## config.mk

```make
export PLATFORM = sky130hd
export DESIGN_NAME = sysex_firmware_upload_receiver
export DESIGN_NICKNAME = d
export VERILOG_FILES = /design/src/sv/sfu_pkg.sv /design/src/sv/sfu_core.sv /design/src/sv/sfu_out_reg.sv /design/src/sv/sysex_firmware_upload_receiver.sv
export SDC_FILE = /design/constraint.sdc
export NUM_CORES = 1
export LEC_CHECK = 0
export ABC_AREA = 1
export BUFFER_PORTS_ARGS = -buffer_cell sky130_fd_sc_hd__clkbuf_2
export CAP_MARGIN = 20
export CORE_MARGIN = 10
export CORE_UTILIZATION = 30
export DETAILED_ROUTE_END_ITERATION = 6
export PLACE_DENSITY_LB_ADDON = 0.3
export SYNTH_ARGS = -nofsm -noshare
export SYNTH_HDL_FRONTEND = slang
export SYNTH_SLANG_ARGS = --single-unit
```

## constraint.sdc

```tcl
create_clock -name clock -period 6.85 [get_ports clock]
set_clock_uncertainty 0.05 [all_clocks]
set_input_delay 0.3425 -clock clock [delete_from_list [all_inputs] [get_ports clock]]
set_output_delay 0.3425 -clock clock [all_outputs]
set_load 0.03 [all_outputs]
```

## src/sv/sfu_pkg.sv

```systemverilog
package sfu_pkg;

   // Frame phases, one-hot
   typedef enum logic [8:0] {
      PH_MARK0 = 9'b0_0000_0001,
      PH_MARK1 = 9'b0_0000_0010,
      PH_MARK2 = 9'b0_0000_0100,
      PH_COUNT = 9'b0_0000_1000,
      PH_DATA  = 9'b0_0001_0000,
      PH_CHECK = 9'b0_0010_0000,
      PH_SUM   = 9'b0_0100_0000,
      PH_TRAIL = 9'b0_1000_0000,
      PH_HALT  = 9'b1_0000_0000
   } phase_type;

   // Event codes
   localparam logic [2:0] EV_WRITE     = 3'd0;
   localparam logic [2:0] EV_MARK_BAD  = 3'd1;
   localparam logic [2:0] EV_DONE      = 3'd2;
   localparam logic [2:0] EV_INDEX_BAD = 3'd3;
   localparam logic [2:0] EV_SUM_BAD   = 3'd4;

   // Frame bytes
   localparam logic [7:0] MARK0_BYTE   = 8'hF0;
   localparam logic [7:0] MARK1_BYTE   = 8'h7D;
   localparam logic [7:0] MARK2_BYTE   = 8'd100;
   localparam logic [7:0] TRAILER_BYTE = 8'hF7;

   // Last byte position of a 5-byte group
   localparam logic [2:0] GROUP_LAST = 3'd4;

   // Register indexes and reset values
   localparam logic CSR_BASE_ADDRESS   = 1'b0;
   localparam logic CSR_CHECK_INTERVAL = 1'b1;
   localparam logic [31:0] BASE_ADDRESS_RST   = 32'h0802_0000;
   localparam logic [15:0] CHECK_INTERVAL_RST = 16'd1000;

   typedef struct packed {
      logic [2:0]  event_res;
      logic [31:0] address;
      logic [31:0] data;
      logic [31:0] word_position;
      logic [7:0]  got_byte;
      logic [7:0]  want_byte;
      logic        trailer_bad;
   } sfu_event_type;

endpackage

```

## src/sv/sfu_core.sv

```systemverilog
module sfu_core (
   input  logic                  clock,
   input  logic                  reset,
   input  logic                  step,
   input  logic [7:0]            rx_byte,
   input  logic [31:0]           base_address,
   input  logic [15:0]           check_interval,
   output logic                  evt_valid,
   output sfu_pkg::sfu_event_type evt
);
   import sfu_pkg::*;

   phase_type   phase_ff, phase_in;
   logic [2:0]  pos_ff, pos_in;
   logic [31:0] shift_ff, shift_in;
   logic [31:0] index_ff, index_in;
   logic [31:0] count_ff, count_in;
   logic [31:0] sum_ff, sum_in;
   logic [31:0] pending_ff, pending_in;
   logic [15:0] left_ff, left_in;

   logic [31:0] shift_next;
   logic [31:0] index_inc;
   logic        do_write;
   logic [31:0] write_word;

   assign shift_next = (pos_ff == 3'd0) ? {24'd0, rx_byte}
                                        : ({shift_ff[24:0], 7'd0} | {24'd0, rx_byte});
   assign index_inc  = index_ff + 32'd1;

   always_comb begin
      phase_in   = phase_ff;
      pos_in     = pos_ff;
      shift_in   = shift_ff;
      index_in   = index_ff;
      count_in   = count_ff;
      sum_in     = sum_ff;
      pending_in = pending_ff;
      left_in    = left_ff;
      do_write   = 1'b0;
      write_word = pending_ff;
      evt_valid  = 1'b0;
      evt        = '0;

      if (step) begin
         unique case (phase_ff) inside
            PH_MARK0, PH_MARK1, PH_MARK2: begin
               if (phase_ff == PH_MARK0) begin
                  phase_in      = PH_MARK1;
                  evt.want_byte = MARK0_BYTE;
               end else if (phase_ff == PH_MARK1) begin
                  phase_in      = PH_MARK2;
                  evt.want_byte = MARK1_BYTE;
               end else begin
                  phase_in      = PH_COUNT;
                  evt.want_byte = MARK2_BYTE;
               end
               // wrong marker is reported but taken as that marker
               if (rx_byte != evt.want_byte) begin
                  evt_valid     = 1'b1;
                  evt.event_res = EV_MARK_BAD;
                  evt.got_byte  = rx_byte;
               end else begin
                  evt.want_byte = 8'd0;
               end
            end
            PH_TRAIL: begin
               evt_valid       = 1'b1;
               evt.event_res   = (sum_ff == shift_ff) ? EV_DONE : EV_SUM_BAD;
               evt.trailer_bad = (rx_byte != TRAILER_BYTE);
               phase_in        = PH_HALT;
            end
            PH_COUNT, PH_DATA, PH_CHECK, PH_SUM: begin
               shift_in = shift_next;
               if (pos_ff != GROUP_LAST) begin
                  pos_in = pos_ff + 3'd1;
               end else begin
                  pos_in = 3'd0;
                  if (phase_ff == PH_COUNT) begin
                     count_in = shift_next;
                     index_in = 32'd0;
                     sum_in   = 32'd0;
                     left_in  = check_interval;
                     phase_in = (shift_next == 32'd0) ? PH_SUM : PH_DATA;
                  end else if (phase_ff == PH_DATA) begin
                     pending_in = shift_next;
                     if (index_ff != 32'd0 && left_ff == 16'd0) begin
                        phase_in = PH_CHECK;
                     end else begin
                        do_write   = 1'b1;
                        write_word = shift_next;
                     end
                  end else if (phase_ff == PH_CHECK) begin
                     if (shift_next != index_ff) begin
                        evt_valid         = 1'b1;
                        evt.event_res     = EV_INDEX_BAD;
                        evt.word_position = index_ff;
                        phase_in          = PH_HALT;
                     end else begin
                        phase_in = PH_DATA;
                        do_write = 1'b1;
                     end
                  end else begin
                     // checksum group stays in the shift register
                     phase_in = PH_TRAIL;
                  end
               end
            end
            default: begin
               // halted: bytes are dropped
            end
         endcase

         if (do_write) begin
            evt_valid         = 1'b1;
            evt.event_res     = EV_WRITE;
            evt.address       = base_address + {index_ff[29:0], 2'b00};
            evt.data          = write_word;
            evt.word_position = index_ff;
            sum_in            = sum_ff + write_word;
            left_in           = (left_ff == 16'd0) ? (check_interval - 16'd1)
                                                   : (left_ff - 16'd1);
            index_in          = index_inc;
            if (index_inc == count_ff) begin
               phase_in = PH_SUM;
            end
         end
      end
   end

   always_ff @(posedge clock) begin
      if (reset) begin
         phase_ff   <= PH_MARK0;
         pos_ff     <= 3'd0;
         shift_ff   <= 32'd0;
         index_ff   <= 32'd0;
         count_ff   <= 32'd0;
         sum_ff     <= 32'd0;
         pending_ff <= 32'd0;
         left_ff    <= 16'd0;
      end else begin
         phase_ff   <= phase_in;
         pos_ff     <= pos_in;
         shift_ff   <= shift_in;
         index_ff   <= index_in;
         count_ff   <= count_in;
         sum_ff     <= sum_in;
         pending_ff <= pending_in;
         left_ff    <= left_in;
      end
   end

endmodule

```

## src/sv/sfu_out_reg.sv

```systemverilog
module sfu_out_reg (
   input  logic                  clock,
   input  logic                  reset,
   input  logic                  load,
   input  sfu_pkg::sfu_event_type evt,
   output logic                  free,
   output logic                  rsp_valid,
   input  logic                  rsp_ready,
   output sfu_pkg::sfu_event_type rsp
);
   import sfu_pkg::*;

   logic          valid_ff, valid_in;
   sfu_event_type evt_ff;

   // free when empty or being drained this cycle
   assign free      = !valid_ff || rsp_ready;
   assign valid_in  = load || (valid_ff && !rsp_ready);
   assign rsp_valid = valid_ff;
   assign rsp       = evt_ff;

   always_ff @(posedge clock) begin
      if (reset) begin
         valid_ff <= 1'b0;
      end else begin
         valid_ff <= valid_in;
      end
   end

   always_ff @(posedge clock) begin
      if (load) begin
         evt_ff <= evt;
      end
   end

endmodule

```

## src/sv/sysex_firmware_upload_receiver.sv

```systemverilog
// Firmware upload frame receiver.
// Request channel (req_valid/req_ready/req_rx_byte): one received serial byte
// per request. The frame is F0, 7D, 64 hex, then 5-byte groups packed 7 bits
// per byte (word count, data words with index check words, checksum), then F7.
// Response channel (rsp_*): at most one event per byte - a word write with its
// flash address, a header marker mismatch, upload done, index check failed or
// checksum failed. Bytes that cause no event produce no response.
// CSR channel (csr_valid/csr_ready/csr_index/csr_wdata): index 0 is the base
// address, index 1 the check interval (low 16 bits). Always ready; write only
// while no upload byte is in flight.
// A taken request waits in the input register, is decoded once the response
// register is free and its event registered there. Throughput is one byte per
// cycle unless rsp_ready stalls, set by the single decode step between them.
// Reset: frame decoder back to waiting for the first marker, registers to
// their defaults, both pipeline registers empty.
// Stall: while a response waits on rsp_ready the held byte is not decoded;
// req_ready drops once the input register is also occupied.
module sysex_firmware_upload_receiver (
   input  logic        clock,
   input  logic        reset,
   input  logic        req_valid,
   output logic        req_ready,
   input  logic [7:0]  req_rx_byte,
   output logic        rsp_valid,
   input  logic        rsp_ready,
   output logic [2:0]  rsp_event_res,
   output logic [31:0] rsp_address,
   output logic [31:0] rsp_data,
   output logic [31:0] rsp_word_position,
   output logic [7:0]  rsp_got_byte,
   output logic [7:0]  rsp_want_byte,
   output logic        rsp_trailer_bad,
   input  logic        csr_valid,
   output logic        csr_ready,
   input  logic        csr_index,
   input  logic [31:0] csr_wdata
);
   import sfu_pkg::*;

   // configuration registers
   logic [31:0] base_address_ff;
   logic [15:0] check_interval_ff;

   // input register
   logic        in_valid_ff, in_valid_in;
   logic [7:0]  in_byte_ff;

   logic          out_free;
   logic          advance;
   logic          evt_valid;
   sfu_event_type evt;
   sfu_event_type rsp;

   assign csr_ready = 1'b1;

   always_ff @(posedge clock) begin
      if (reset) begin
         base_address_ff   <= BASE_ADDRESS_RST;
         check_interval_ff <= CHECK_INTERVAL_RST;
      end else if (csr_valid) begin
         unique case (csr_index)
            CSR_BASE_ADDRESS:   base_address_ff   <= csr_wdata;
            CSR_CHECK_INTERVAL: check_interval_ff <= csr_wdata[15:0];
            default: ;
         endcase
      end
   end

   // byte is decoded once the response register can take its event
   assign advance     = in_valid_ff && out_free;
   assign req_ready   = !in_valid_ff || advance;
   assign in_valid_in = (req_valid && req_ready) || (in_valid_ff && !advance);

   always_ff @(posedge clock) begin
      if (reset) begin
         in_valid_ff <= 1'b0;
      end else begin
         in_valid_ff <= in_valid_in;
      end
   end

   always_ff @(posedge clock) begin
      if (req_valid && req_ready) begin
         in_byte_ff <= req_rx_byte;
      end
   end

   sfu_core u_core (
      .clock          (clock),
      .reset          (reset),
      .step           (advance),
      .rx_byte        (in_byte_ff),
      .base_address   (base_address_ff),
      .check_interval (check_interval_ff),
      .evt_valid      (evt_valid),
      .evt            (evt)
   );

   sfu_out_reg u_out_reg (
      .clock     (clock),
      .reset     (reset),
      .load      (evt_valid),
      .evt       (evt),
      .free      (out_free),
      .rsp_valid (rsp_valid),
      .rsp_ready (rsp_ready),
      .rsp       (rsp)
   );

   assign rsp_event_res     = rsp.event_res;
   assign rsp_address       = rsp.address;
   assign rsp_data          = rsp.data;
   assign rsp_word_position = rsp.word_position;
   assign rsp_got_byte      = rsp.got_byte;
   assign rsp_want_byte     = rsp.want_byte;
   assign rsp_trailer_bad   = rsp.trailer_bad;

endmodule

```

==> impl_results.md <==
* Status: finished, final reports clean
* DRT Pass-1 Iters at 6
* Post-layout min period at 5.12 ns
* Synth Instances at 2793
* Final hold violation count at 0
* Full die area at approximately 0.08 mm²
* RSZ-0062 raised after global routing: no
* Starting Density at a little under a third
* EDFF count, synth at 121
* Die width at 279 µm
* P&R area growth vs syn at 16.9%
* TNS Setup at 0 ns
* GPL Wtd Cong at 0.946
* Hold Crit Class: in2reg
* CP cell instances: inv_1 -> ha_1 -> nand2_2 -> nand2_1 -> inv_1 -> nand2_1 -> nand2_1 -> nand2_1 -> nor2_1 -> nand2_1 -> nor2_1 -> nand2_1 -> o21ai_2 -> nand4_4 -> nand2_4 -> buf_12
* Most used DFF post-synth: dfxtp_1
* Critical path fanouts, max at 58
* Sequential cell area fraction in the yosys report at 41.8%
* Clk Latency, worst-skew pair at slightly below 0.6 ns
* First-pass GRT wire length at 111000 µm
* Placed cell count at 3728
* IO Pins at 165
* Avg Vias per Cell at 5.07
* Via count at 19500
* Routed Antenna Nets at 0
* Final nets at 3065
* Synthesized net count at 2913
* Most numerous cell on the critical path: nand2_1
* Type of the worst setup path: reg2reg
* Clk slew on worst S/H paths at 0.06 ns
* Max Clock Freq at slightly below 0.2 GHz
* Die Y at 279 µm
* Buffers on Ports at 162
* Worst setup SP type: register
* DPL Wire Length at 53900 µm
* CP peak stage delay at 0.89 ns
* Via count of the first global-routing pass at about 18000
* Row cnt at 94
* Family with the most delay on the worst path: simple AND/OR/NAND/NOR gates
* Commonest non-fill, non-tap cell in the layout: nand2_1
* CP Buf/Inv Count at 3
* Syn Std Cell Area at 0.0201 mm²
* Avg WL per Cell at around 19 µm
* Overall Global Routing Usage at a little under a fifth
* Distinct cell type count after synthesis at 47
* Asr flop ratio synth at 0%
* Layout Cells excl Fill at 3843
* Maximum VDD drop at 0.161 mV
* Synth Area per Inst at 7.20 µm²
* Layout cell share with drive strength beyond 1 at 10.2%
* Yosys warns at 0
* CTS sink count at around 360
* Largest net degree at the start of global routing at 83
* Final setup viols at 0
* Cts repair resizes at 0
* Critical-path top delay cell: nand2_4
* Slew headroom at 26.2%
* N_diodes at 0
* CTS tree: done
* Core area at 0.0661 mm²
* Max-cap violations at 0
* WL final at 72900 µm
* Slew @ Worst Pin at 1.10 ns
* GRT overflow at 0
* Antenna violations before repair at 0
* Endpoint class of the critical path: register
* # fillers at 7022
* Yosys reg bits at 359
* Critical path arrival at 5.29 ns
* Clock Path Buffers at 3
* Clock root buffer: clkbuf_16
* DR DRC count at 0
* Final Cycle Share at 74.7%
* Power Density at 220 mW/mm²
* Fin. max-slew vios at 0
* Most frequent cells in the layout: nand2_1 (634), nor2_1 (334), inv_1 (278)
* H-tree levels at 2
* Leakage at 0.00994 µW
* CTS Buf Count at between 40 and 50
* Iteration-0 DRC Markers at approximately 1700
* Worst EP required at 7.02 ns
## cells in the mapped netlist (3+ instances only)
cell type / count / area share, %
nand2_1: 636 / 12
nor2_1: 335 / 6.3
inv_1: 279 / 5.2
a21oi_1: 260 / 6.5
o21ai_0: 257 / 6.4
dfxtp_1: 238 / 24
nand3_1: 160 / 4.0
edfxtp_1: 121 / 18
clkbuf_1: 77 / 1.4
ha_1: 72 / 4.5
nor3_1: 52 / 1.3
nand4_1: 47 / 1.5
or2_2: 37 / 1.2
xor2_1: 34 / 1.5
xnor2_1: 27 / 1.2
a211oi_1: 18 / 0.67
buf_2: 17 / 0.42
nand3b_1: 16 / 0.60
o211ai_1: 16 / 0.60
buf_1: 9 / 0.17
nor4_1: 9 / 0.28
a21o_1: 8 / 0.30
a31oi_1: 8 / 0.25
buf_4: 7 / 0.26
o21a_1: 6 / 0.22
a21boi_0: 5 / 0.19
o21bai_1: 5 / 0.19
inv_2: 4 / 0.075
o2111ai_1: 3 / 0.13
o211a_1: 3 / 0.15
## power by group
group          switching (µW)  total, µW  internal, µW
logic                     368        493           124
clock network             970       2320          1350
registers                49.4       2350          2300
## state kept, by name (all words and copies together) (netlist names)
register / cells
u_out_reg.rsp: 113
in_valid_ff: 1
u_core.pending_ff: 32
u_out_reg.rsp_valid: 1
base_address_ff: 32
u_core.shift_ff: 32
u_core.sum_ff: 32
u_core.left_ff: 16
u_core.index_ff: 32
u_core.pos_ff: 3
in_byte_ff: 8
check_interval_ff: 16
u_core.count_ff: 32
u_core.phase_ff: 9
## kinds of logic (layout without fill, tap and decap cells)
family	Yosys count	count (layout)	synth area share (%)
flops	359	359	41.8
buf+inv	396	582	7.67
other cells	2	2	0.0373
simple gates	1299	1299	27.1
compound gates	602	602	16.1
xor+xnor	61	61	2.66
fa+ha+maj	74	74	4.68
## per-layer routing
metal	track usage (%)	up-vias	routed length, µm
met4	6.17	0	2300
met2	29.2	656	33000
li1	-	9616	-
met5	0	-	0
met1	24.1	9106	32800
met3	3.00	119	4780
## path summary, 6_finish.rpt
check	startpoint	end	slack, ns	cells after the start
worst max-delay path	u_core.pos_ff[0]	u_out_reg.rsp[37]	1.73	16
worst min-delay path	csr_wdata[15]	base_address_ff[15]	0.02	3
worst max register to register	u_core.pos_ff[0]	u_out_reg.rsp[37]	1.73	16
worst min register to register	u_core.pending_ff[11]	u_core.pending_ff[11]	0.41	2
## timing repair
item / 4_1_cts / 5_1_grt
hold buffers: 37 / 0
endpoints found under the setup margin: 0 / 0
setup buffers: 0 / 0
endpoints found under the hold margin: 41 / 0
## worst min-delay path, cell delays in order
cell      delay (ns)
clkbuf_2        0.12
nor2_1          0.06
nor2_1          0.09
## stage by stage
| stage | instance area (µm²) | util, % | hold slack (ns) | worst slack, ns | power (µW) |
|---|---|---|---|---|---|
| 2_1_floorplan | 20100 | - | 0.380 | 1.76 | 2700 |
| 3_3_place_gp | 21700 | 32.9 | 0.392 | 1.72 | 2880 |
| 3_5_place_dp | 21700 | 32.9 | 0.399 | 1.65 | 2880 |
| 4_1_cts | 23500 | 35.6 | 0.000509 | 1.63 | 5220 |
| 5_1_grt | 23500 | 35.6 | 0.00838 | 1.16 | 5350 |
| 6_report | 23500 | 35.6 | 0.0166 | 1.73 | 5170 |
## area by class of cell
class,count,area [µm²],share of cell area (%)
Multi-Input combinational cell,2038,10200,43.4
Sequential cell,359,8400,35.7
Timing Repair Buffer,219,1350,5.73
Clock buffer,55,1190,5.07
Tap cell,864,1080,4.60
Inverter,285,1070,4.56
Clock inverter,23,218,0.926
(Power assumes the default switching activity.)
